### src/hw/rtl/zip_see_pkg.sv
// Shared types and constants of the stored-entry extractor.
// Used by the top level and by its port checker; depends on nothing.
package zip_see_pkg;

    // Result kinds.
    localparam logic [1:0] KIND_NAME    = 2'd0;
    localparam logic [1:0] KIND_CONTENT = 2'd1;
    localparam logic [1:0] KIND_END     = 2'd2;
    localparam logic [1:0] KIND_STOP    = 2'd3;

    // Stop reasons.
    localparam logic [2:0] REASON_NONE       = 3'd0;
    localparam logic [2:0] REASON_BAD_SIG    = 3'd1;
    localparam logic [2:0] REASON_TOO_BIG    = 3'd2;
    localparam logic [2:0] REASON_COMPRESSED = 3'd3;
    localparam logic [2:0] REASON_EMPTY_NAME = 3'd4;

    // Configuration register indexes.
    localparam logic CFG_TEXT_MODE     = 1'b0;
    localparam logic CFG_MAX_TEXT_SIZE = 1'b1;

    localparam logic        TEXT_MODE_RESET     = 1'b1;
    localparam logic [31:0] MAX_TEXT_SIZE_RESET = 32'd2000000;

    // Header layout.
    localparam logic [4:0] SKIP_LEN   = 5'd14;
    localparam logic [4:0] SIZE_BYTES = 5'd4;
    localparam logic [4:0] LEN_BYTES  = 5'd2;
    localparam logic [4:0] SIG_BYTES  = 5'd4;

    // Text filter byte values.
    localparam logic [7:0] CHAR_NUL   = 8'h00;
    localparam logic [7:0] CHAR_TAB   = 8'h09;
    localparam logic [7:0] CHAR_LF    = 8'h0A;
    localparam logic [7:0] CHAR_FF    = 8'h0C;
    localparam logic [7:0] CHAR_CR    = 8'h0D;
    localparam logic [7:0] CHAR_SPACE = 8'h20;
    localparam logic [7:0] CHAR_TILDE = 8'h7E;

    typedef struct packed {
        logic [1:0] kind;
        logic [7:0] data;
        logic       last;
        logic [2:0] reason;
        logic       warn;
    } result_t;

    // Local header signature, one byte per position.
    function automatic logic [7:0] sig_byte(input logic [1:0] idx);
        logic [7:0] val;
        case (idx)
            2'd0:    val = 8'h50;
            2'd1:    val = 8'h4B;
            2'd2:    val = 8'h03;
            default: val = 8'h04;
        endcase
        return val;
    endfunction

    function automatic result_t make_result(input logic [1:0] kind, input logic [7:0] data,
                                            input logic last, input logic [2:0] reason,
                                            input logic warn);
        result_t r;
        r.kind   = kind;
        r.data   = data;
        r.last   = last;
        r.reason = reason;
        r.warn   = warn;
        return r;
    endfunction

endpackage

### src/hw/rtl/zip_stored_entry_extractor_unit.sv
// Top level of the stored-entry extractor: header parser, text filter and result queue.
// Depends on zip_see_pkg.
//
// The block takes one archive byte per cycle while in_ready is high, and
// updates its header phase and counters in the same cycle, so the input
// side runs at one beat per clock. Results go into a four-entry queue that
// feeds the output port; the input is ready whenever that queue has room for
// two results, because the last name byte of an entry with no extra field and
// no content yields a name result and an entry-end result from one input beat.
// With the output taken every cycle the block sustains one input beat per clock.
module zip_stored_entry_extractor_unit
    import zip_see_pkg::*;
(
    input  logic        clk,
    input  logic        rst_n,

    input  logic        cfg_we,
    input  logic        cfg_index,
    input  logic [31:0] cfg_data,

    input  logic        in_valid,
    output logic        in_ready,
    input  logic [7:0]  in_byte,
    input  logic        end_of_input,

    output logic        out_valid,
    input  logic        out_ready,
    output logic [1:0]  out_kind,
    output logic [7:0]  out_byte,
    output logic        entry_last,
    output logic [2:0]  stop_reason,
    output logic        replaced_warning
);

    localparam logic [3:0] PH_SIG   = 4'd0;
    localparam logic [3:0] PH_SKIP  = 4'd1;
    localparam logic [3:0] PH_SIZE1 = 4'd2;
    localparam logic [3:0] PH_SIZE2 = 4'd3;
    localparam logic [3:0] PH_NLEN  = 4'd4;
    localparam logic [3:0] PH_XLEN  = 4'd5;
    localparam logic [3:0] PH_NAME  = 4'd6;
    localparam logic [3:0] PH_EXTRA = 4'd7;
    localparam logic [3:0] PH_DATA  = 4'd8;

    localparam int QDEPTH = 4;
    localparam int QAW    = $clog2(QDEPTH);

    logic        text_mode_reg;
    logic [31:0] max_text_size_reg;

    logic [3:0]  phase_reg, phase_next;
    logic [4:0]  hidx_reg, hidx_next;
    logic [31:0] entry_size_reg, entry_size_next;
    logic [31:0] second_size_reg, second_size_next;
    logic [15:0] name_length_reg, name_length_next;
    logic [15:0] extra_length_reg, extra_length_next;
    logic [31:0] bytes_left_reg, bytes_left_next;
    logic        nul_seen_reg, nul_seen_next;
    logic        stopped_reg, stopped_next;

    result_t        queue_mem [QDEPTH];
    logic [QAW-1:0] wr_ptr_reg, rd_ptr_reg;
    logic [QAW:0]   count_reg;

    logic        in_fire, out_fire;
    logic        emit_a, emit_b;
    result_t     res_a, res_b;

    logic        filt_keep, filt_warn, filt_nul;
    logic [7:0]  filt_byte;

    logic [4:0]  hidx_inc;
    logic [31:0] bytes_dec;
    logic [31:0] byte_shifted;
    logic [15:0] len_shifted;
    logic        data_keep, data_warn, data_last;
    logic [7:0]  data_byte;

    assign in_ready = (count_reg <= (QAW + 1)'(QDEPTH - 2));
    assign in_fire  = in_valid && in_ready;
    assign out_valid = (count_reg != '0);
    assign out_fire  = out_valid && out_ready;

    assign out_kind         = queue_mem[rd_ptr_reg].kind;
    assign out_byte         = queue_mem[rd_ptr_reg].data;
    assign entry_last       = queue_mem[rd_ptr_reg].last;
    assign stop_reason      = queue_mem[rd_ptr_reg].reason;
    assign replaced_warning = queue_mem[rd_ptr_reg].warn;

    // Text filter: a NUL hides the rest of the field, CR is dropped, and
    // anything unprintable becomes a flagged space.
    always_comb
    begin
        filt_keep = 1'b0;
        filt_warn = 1'b0;
        filt_nul  = 1'b0;
        filt_byte = in_byte;
        if (nul_seen_reg)
        begin
            filt_keep = 1'b0;
        end
        else if (in_byte == CHAR_NUL)
        begin
            filt_nul = 1'b1;
        end
        else if (in_byte == CHAR_CR)
        begin
            filt_keep = 1'b0;
        end
        else if (in_byte inside {CHAR_TAB, CHAR_LF, CHAR_FF, [CHAR_SPACE:CHAR_TILDE]})
        begin
            filt_keep = 1'b1;
        end
        else
        begin
            filt_keep = 1'b1;
            filt_byte = CHAR_SPACE;
            filt_warn = 1'b1;
        end
    end

    assign hidx_inc     = hidx_reg + 5'd1;
    assign bytes_dec    = bytes_left_reg - 32'd1;
    assign byte_shifted = {24'd0, in_byte} << {hidx_reg[1:0], 3'b000};
    assign len_shifted  = hidx_reg[0] ? {in_byte, 8'd0} : {8'd0, in_byte};

    assign data_keep = text_mode_reg ? filt_keep : 1'b1;
    assign data_byte = text_mode_reg ? filt_byte : in_byte;
    assign data_warn = text_mode_reg ? filt_warn : 1'b0;
    assign data_last = (bytes_dec == 32'd0);

    always_comb
    begin
        phase_next        = phase_reg;
        hidx_next         = hidx_reg;
        entry_size_next   = entry_size_reg;
        second_size_next  = second_size_reg;
        name_length_next  = name_length_reg;
        extra_length_next = extra_length_reg;
        bytes_left_next   = bytes_left_reg;
        nul_seen_next     = nul_seen_reg;
        stopped_next      = stopped_reg;
        emit_a = 1'b0;
        emit_b = 1'b0;
        res_a  = make_result(KIND_STOP, 8'd0, 1'b0, REASON_NONE, 1'b0);
        res_b  = make_result(KIND_END, 8'd0, 1'b1, REASON_NONE, 1'b0);

        if (in_fire && !stopped_reg)
        begin
            if (end_of_input)
            begin
                emit_a       = 1'b1;
                res_a        = make_result(KIND_STOP, 8'd0, 1'b0, REASON_BAD_SIG, 1'b0);
                stopped_next = 1'b1;
            end
            else
            begin
                case (phase_reg)
                    PH_SKIP:
                    begin
                        hidx_next = hidx_inc;
                        if (hidx_inc >= SKIP_LEN)
                        begin
                            phase_next      = PH_SIZE1;
                            hidx_next       = 5'd0;
                            entry_size_next = 32'd0;
                        end
                    end
                    PH_SIZE1:
                    begin
                        entry_size_next = entry_size_reg | byte_shifted;
                        hidx_next       = hidx_inc;
                        if (hidx_inc >= SIZE_BYTES)
                        begin
                            if (text_mode_reg && (entry_size_next > max_text_size_reg))
                            begin
                                emit_a       = 1'b1;
                                res_a        = make_result(KIND_STOP, 8'd0, 1'b0,
                                                           REASON_TOO_BIG, 1'b0);
                                stopped_next = 1'b1;
                            end
                            else
                            begin
                                phase_next       = PH_SIZE2;
                                hidx_next        = 5'd0;
                                second_size_next = 32'd0;
                            end
                        end
                    end
                    PH_SIZE2:
                    begin
                        second_size_next = second_size_reg | byte_shifted;
                        hidx_next        = hidx_inc;
                        if (hidx_inc >= SIZE_BYTES)
                        begin
                            if (second_size_next != entry_size_reg)
                            begin
                                emit_a       = 1'b1;
                                res_a        = make_result(KIND_STOP, 8'd0, 1'b0,
                                                           REASON_COMPRESSED, 1'b0);
                                stopped_next = 1'b1;
                            end
                            else
                            begin
                                phase_next       = PH_NLEN;
                                hidx_next        = 5'd0;
                                name_length_next = 16'd0;
                            end
                        end
                    end
                    PH_NLEN:
                    begin
                        name_length_next = name_length_reg | len_shifted;
                        hidx_next        = hidx_inc;
                        if (hidx_inc >= LEN_BYTES)
                        begin
                            phase_next        = PH_XLEN;
                            hidx_next         = 5'd0;
                            extra_length_next = 16'd0;
                        end
                    end
                    PH_XLEN:
                    begin
                        extra_length_next = extra_length_reg | len_shifted;
                        hidx_next         = hidx_inc;
                        if (hidx_inc >= LEN_BYTES)
                        begin
                            hidx_next = 5'd0;
                            if (name_length_reg == 16'd0)
                            begin
                                emit_a       = 1'b1;
                                res_a        = make_result(KIND_STOP, 8'd0, 1'b0,
                                                           REASON_EMPTY_NAME, 1'b0);
                                stopped_next = 1'b1;
                            end
                            else
                            begin
                                phase_next      = PH_NAME;
                                bytes_left_next = {16'd0, name_length_reg};
                                nul_seen_next   = 1'b0;
                            end
                        end
                    end
                    PH_NAME:
                    begin
                        emit_a = filt_keep;
                        res_a  = make_result(KIND_NAME, filt_byte, 1'b0, REASON_NONE,
                                             filt_warn);
                        if (filt_nul)
                        begin
                            nul_seen_next = 1'b1;
                        end
                        bytes_left_next = bytes_dec;
                        if (data_last)
                        begin
                            if (extra_length_reg != 16'd0)
                            begin
                                phase_next      = PH_EXTRA;
                                bytes_left_next = {16'd0, extra_length_reg};
                            end
                            else if (entry_size_reg != 32'd0)
                            begin
                                phase_next      = PH_DATA;
                                bytes_left_next = entry_size_reg;
                                nul_seen_next   = 1'b0;
                            end
                            else
                            begin
                                // Empty content: the entry end follows the name result.
                                emit_b     = 1'b1;
                                phase_next = PH_SIG;
                                hidx_next  = 5'd0;
                            end
                        end
                    end
                    PH_EXTRA:
                    begin
                        bytes_left_next = bytes_dec;
                        if (data_last)
                        begin
                            if (entry_size_reg != 32'd0)
                            begin
                                phase_next      = PH_DATA;
                                bytes_left_next = entry_size_reg;
                                nul_seen_next   = 1'b0;
                            end
                            else
                            begin
                                emit_a     = 1'b1;
                                res_a      = make_result(KIND_END, 8'd0, 1'b1,
                                                         REASON_NONE, 1'b0);
                                phase_next = PH_SIG;
                                hidx_next  = 5'd0;
                            end
                        end
                    end
                    PH_DATA:
                    begin
                        if (text_mode_reg && filt_nul)
                        begin
                            nul_seen_next = 1'b1;
                        end
                        bytes_left_next = bytes_dec;
                        if (data_keep)
                        begin
                            emit_a = 1'b1;
                            res_a  = make_result(KIND_CONTENT, data_byte, data_last,
                                                 REASON_NONE, data_warn);
                        end
                        else if (data_last)
                        begin
                            emit_a = 1'b1;
                            res_a  = make_result(KIND_END, 8'd0, 1'b1, REASON_NONE, 1'b0);
                        end
                        if (data_last)
                        begin
                            phase_next = PH_SIG;
                            hidx_next  = 5'd0;
                        end
                    end
                    default:
                    begin
                        phase_next = PH_SIG;
                        if (in_byte != sig_byte(hidx_reg[1:0]))
                        begin
                            emit_a       = 1'b1;
                            res_a        = make_result(KIND_STOP, 8'd0, 1'b0,
                                                       REASON_BAD_SIG, 1'b0);
                            stopped_next = 1'b1;
                        end
                        else
                        begin
                            hidx_next = hidx_inc;
                            if (hidx_inc >= SIG_BYTES)
                            begin
                                phase_next = PH_SKIP;
                                hidx_next  = 5'd0;
                            end
                        end
                    end
                endcase
            end
        end
    end

    always_ff @(posedge clk or negedge rst_n)
    begin
        if (!rst_n)
        begin
            text_mode_reg     <= TEXT_MODE_RESET;
            max_text_size_reg <= MAX_TEXT_SIZE_RESET;
            phase_reg         <= PH_SIG;
            hidx_reg          <= 5'd0;
            entry_size_reg    <= 32'd0;
            second_size_reg   <= 32'd0;
            name_length_reg   <= 16'd0;
            extra_length_reg  <= 16'd0;
            bytes_left_reg    <= 32'd0;
            nul_seen_reg      <= 1'b0;
            stopped_reg       <= 1'b0;
        end
        else
        begin
            if (cfg_we)
            begin
                if (cfg_index == CFG_TEXT_MODE)
                begin
                    text_mode_reg <= cfg_data[0];
                end
                else
                begin
                    max_text_size_reg <= cfg_data;
                end
            end
            phase_reg        <= phase_next;
            hidx_reg         <= hidx_next;
            entry_size_reg   <= entry_size_next;
            second_size_reg  <= second_size_next;
            name_length_reg  <= name_length_next;
            extra_length_reg <= extra_length_next;
            bytes_left_reg   <= bytes_left_next;
            nul_seen_reg     <= nul_seen_next;
            stopped_reg      <= stopped_next;
        end
    end

    // Result queue: up to two writes and one read per cycle.
    always_ff @(posedge clk)
    begin
        if (emit_a)
        begin
            queue_mem[wr_ptr_reg] <= res_a;
        end
        if (emit_a && emit_b)
        begin
            queue_mem[wr_ptr_reg + QAW'(1)] <= res_b;
        end
        else if (emit_b)
        begin
            queue_mem[wr_ptr_reg] <= res_b;
        end
    end

    always_ff @(posedge clk or negedge rst_n)
    begin
        if (!rst_n)
        begin
            wr_ptr_reg <= '0;
            rd_ptr_reg <= '0;
            count_reg  <= '0;
        end
        else
        begin
            wr_ptr_reg <= wr_ptr_reg + QAW'(emit_a) + QAW'(emit_b);
            if (out_fire)
            begin
                rd_ptr_reg <= rd_ptr_reg + QAW'(1);
            end
            count_reg <= count_reg + (QAW + 1)'(emit_a) + (QAW + 1)'(emit_b)
                         - (QAW + 1)'(out_fire);
        end
    end

endmodule

### config.mk
export PLATFORM = sky130hd
export DESIGN_NAME = zip_stored_entry_extractor_unit
export DESIGN_NICKNAME = d
export VERILOG_FILES = /design/src/hw/rtl/zip_see_pkg.sv /design/src/hw/rtl/zip_stored_entry_extractor_unit.sv
export SDC_FILE = /design/constraint.sdc
export NUM_CORES = 1
export LEC_CHECK = 0
export BUFFER_PORTS_ARGS = -buffer_cell sky130_fd_sc_hd__buf_2
export CORE_ASPECT_RATIO = 1.25
export CORE_MARGIN = 8
export CORE_UTILIZATION = 56
export CTS_CLUSTER_SIZE = 40
export DETAILED_ROUTE_END_ITERATION = 12
export PLACE_DENSITY = 0.76
export SKIP_LAST_GASP = 1
export SYNTH_ARGS = -nofsm -noshare
export SYNTH_HDL_FRONTEND = slang
export SYNTH_SLANG_ARGS = --single-unit
export TNS_END_PERCENT = 5
### constraint.sdc
create_clock -name clk -period 7.7 [get_ports clk]
set_input_delay 0 -clock clk [delete_from_list [all_inputs] [get_ports clk]]
set_output_delay 0 -clock clk [all_outputs]
set_load 0.01 [all_outputs]
==> flow_metrics.py <==
metrics = {
    "sta": {
        "min_period_over_period_pct": 78.9,
        "worst_pin_slew_ns": 1.18,
        "skew_ns": 0.00913,
        "rsz0062_at_grt": "no",
        "slew_headroom_pct": 21.1,
        "post-route-min-period_ns": 6.07,
        "worst_slack_ns": 1.63,
        "final.setup.tns_ns": 0,
        "fmax_mhz": 165,
        "report.final.slew_viol_count": 0,
        "final-setup-viol-count": 0,
        "hold_viol": 0,
    },
    "place": {
        "dp_hpwl_um": 32100,
        "place.gp.congestion": 0.957,
        "place_ws_ns": 1.82,
        "portBuffers": 63,
    },
    "logic_synthesis": {
        "avgSynthCellArea_um2": 8.77,
        "syn-cell-area_um2": 14400,
        "synth.distinct_cells": 88,
        "ys_seq_area_share_pct": 39.5,
        "syn_nets": 1734,
        "synth.top_cell.area_share_pct": 29.7,
        "synthCells": 1644,
        "synth_area_leaders": "dfrtp_1 30%, dfxtp_1 8.3%, nor2_1 4.6%",
        "ys_warn_count": 0,
        "synthArstFlopShare_pct": 74.9,
        "synth_edf_count": 0,
        "ys.flop_type": "dfrtp_1",
        "synth_top_cell_by_area": "dfrtp_1",
        "ys_ff_latch": 239,
    },
    "global_route": {
        "gr-usage-all-layers_pct": 29.1,
        "grt_pass1_vias": 13500,
        "grt_overflow": 0,
        "grt_pass1_wl_um": 73800,
        "grt_max_degree": 113,
        "antenna_found_initial": 1,
    },
    "setup_path": {
        "cp-startpoint": "hidx_reg[1]",
        "cp-start-kind": "flip-flop",
        "end_kind": "flip-flop",
        "crit-reg2reg-launch": "hidx_reg[1]",
        "cp-endpoint": "count_reg[1]",
        "critPathRequiredTime_ns": 8.11,
        "rrSetupSlack_ns": 1.63,
        "critPathMaxFanout": 26,
        "r2r-end": "count_reg[1]",
        "worstSetupPathType": "flip-flop to flip-flop",
        "r2r_cells": 14,
        "cp.arrival_ns": 6.48,
    },
    "clocking": {
        "root_buffer": "clkbuf_16",
        "ctsResizeCount": 0,
        "cts_sinks": 239,
        "htree_levels": 1,
        "cts_buffer_depth": 3,
        "worstSkewPairLatency_ns": 0.54,
        "tritoncts": "built",
        "cts_made_buffers": 25,
        "clk_pin_slew_worst_paths_ns": 0.06,
    },
    "run": {
        "max_cap_violations": 0,
    },
    "floorplan": {
        "num_rows": 65,
        "initial_core_util_pct": 57.0,
        "die_w_um": 160,
        "core_region_area_um2": 25300,
        "die_h_um": 195,
        "num_io_pins": 64,
        "die_area_um2": 31200,
    },
    "worst_hold_path": {
        "min_path_type": "input port to flip-flop",
    },
    "layout": {
        "antenna_cells": 0,
        "largest_reg_flops": 60,
        "regMostFlops": "queue_mem",
        "final_util_pct": 63.7,
        "layout-drive-gt1-share_pct": 13.5,
        "final_nets": 1771,
        "area.growth.synth_to_final_pct": 11.8,
        "final_common_cell": "nor2_1",
        "layout_common_cells": "175 x nor2_1, 170 x dfrtp_1, 139 x nand2_1",
    },
    "routing": {
        "drt_first_iter_violations": 1503,
        "vias": 13600,
        "routed_wl_um": 46400,
        "drc_errors": 0,
        "first_pass_iters": 5,
        "vias_per_cell": 6.67,
        "final_antenna_net_count": 0,
        "drt-wirelength-per-cell_um": 22.8,
    },
    "pwr": {
        "p_per_area_nw_per_um2": 187,
        "max-vdd-ir-drop_mv": 0.190,
        "p_leak_uw": 0.00724,
    },
    "outcome": {
        "outcome": "completed",
    },
}
## metal layers
layer	track usage, %	wire length (um)	part of all wire (%)	vias up
met4	16.7	2750	5.9	0
met3	5.22	3850	8.3	184
li1	-	-	-	6087
met5	0	0	0	-
met2	48.5	22000	47	717
met1	34.9	17800	38	6585
## what timing repair did
| item | in CTS | in global routing |
|---|---|---|
| setup buffers | 0 | 0 |
| endpoints found under the hold margin | 142 | 0 |
| hold buffers | 39 | 0 |
## cell type report
type | instances | area, um^2
Clock buffer | 35 | 766
Inverter | 81 | 304
Clock inverter | 11 | 97.6
Sequential cell | 239 | 5690
Timing Repair Buffer | 116 | 820
Multi-Input combinational cell | 1218 | 8020
Fill cell | 2097 | 9180
Tap cell | 335 | 419
## where the power goes
group	switching, uW	total, uW	internal (uW)
logic	186	382	195
registers	68.2	1360	1300
clock network	534	1270	733
total	789	3010	2220
## critical path, cell delays in order, from the launching register on
cell      delay, ns
dfrtp_1        0.88
nor2b_1        0.80
a21o_1         0.24
ha_1           0.16
nand4_1        0.12
or4_1          0.41
o31ai_1        0.26
a21oi_1        0.16
o211ai_1       0.50
nand3_1        0.65
o21ai_2        0.54
ha_1           0.32
fa_1           0.38
inv_1          0.07
fa_1           0.40
## kinds of logic after synthesis
logic type / synth area share, %
AOI/OAI and AO/OA: 22.1
xor gates and xnor gates: 1.82
and+or+nand+nor: 22.2
adders and majority gates: 3.89
buffers and inverters: 5.10
muxes: 5.47
DFF: 39.5
## cell usage after synthesis, drive strengths merged, types with 21 or more instances
cell type    n
dfrtp      171
nand3       28
nand4       22
nor3        39
dfxtp       60
nand2b      25
inv         81
ha          40
a31oi       57
clkbuf      85
and2        36
a21oi       97
or3         23
mux2        40
a21boi      33
nand2      139
buf         21
nor2       176
nor4        31
o21ai       92
## metrics by stage
stage          cell area (um^2)  power [uW]  hold slack [ns]  std cells
3_3_place_gp              14900        1740            0.200       1950
5_1_grt                   16100        3120           0.0371       2035
6_report                  16100        3010           0.0325       2035
4_1_cts                   16100        3030          0.00824       2035
2_1_floorplan             14400        1610           -0.296       1644
3_5_place_dp              14900        1760            0.208       1950
## worst min path at each step
stage	start	end	slack (ns)	cells past startpoint
6_report	in_byte[0]	extra_length_reg[8]	0.03	3
5_1_grt	in_byte[3]	extra_length_reg[11]	0.04	3
4_1_cts	in_byte[0]	extra_length_reg[8]	0.008	3
3_5_place_dp	rst_n	bytes_left_reg[17]	0.21	1
3_3_place_gp	rst_n	bytes_left_reg[17]	0.20	1
2_1_floorplan	rst_n	bytes_left_reg[0]	-0.30	0
Note: power is estimated with default switching activity, not from simulation.
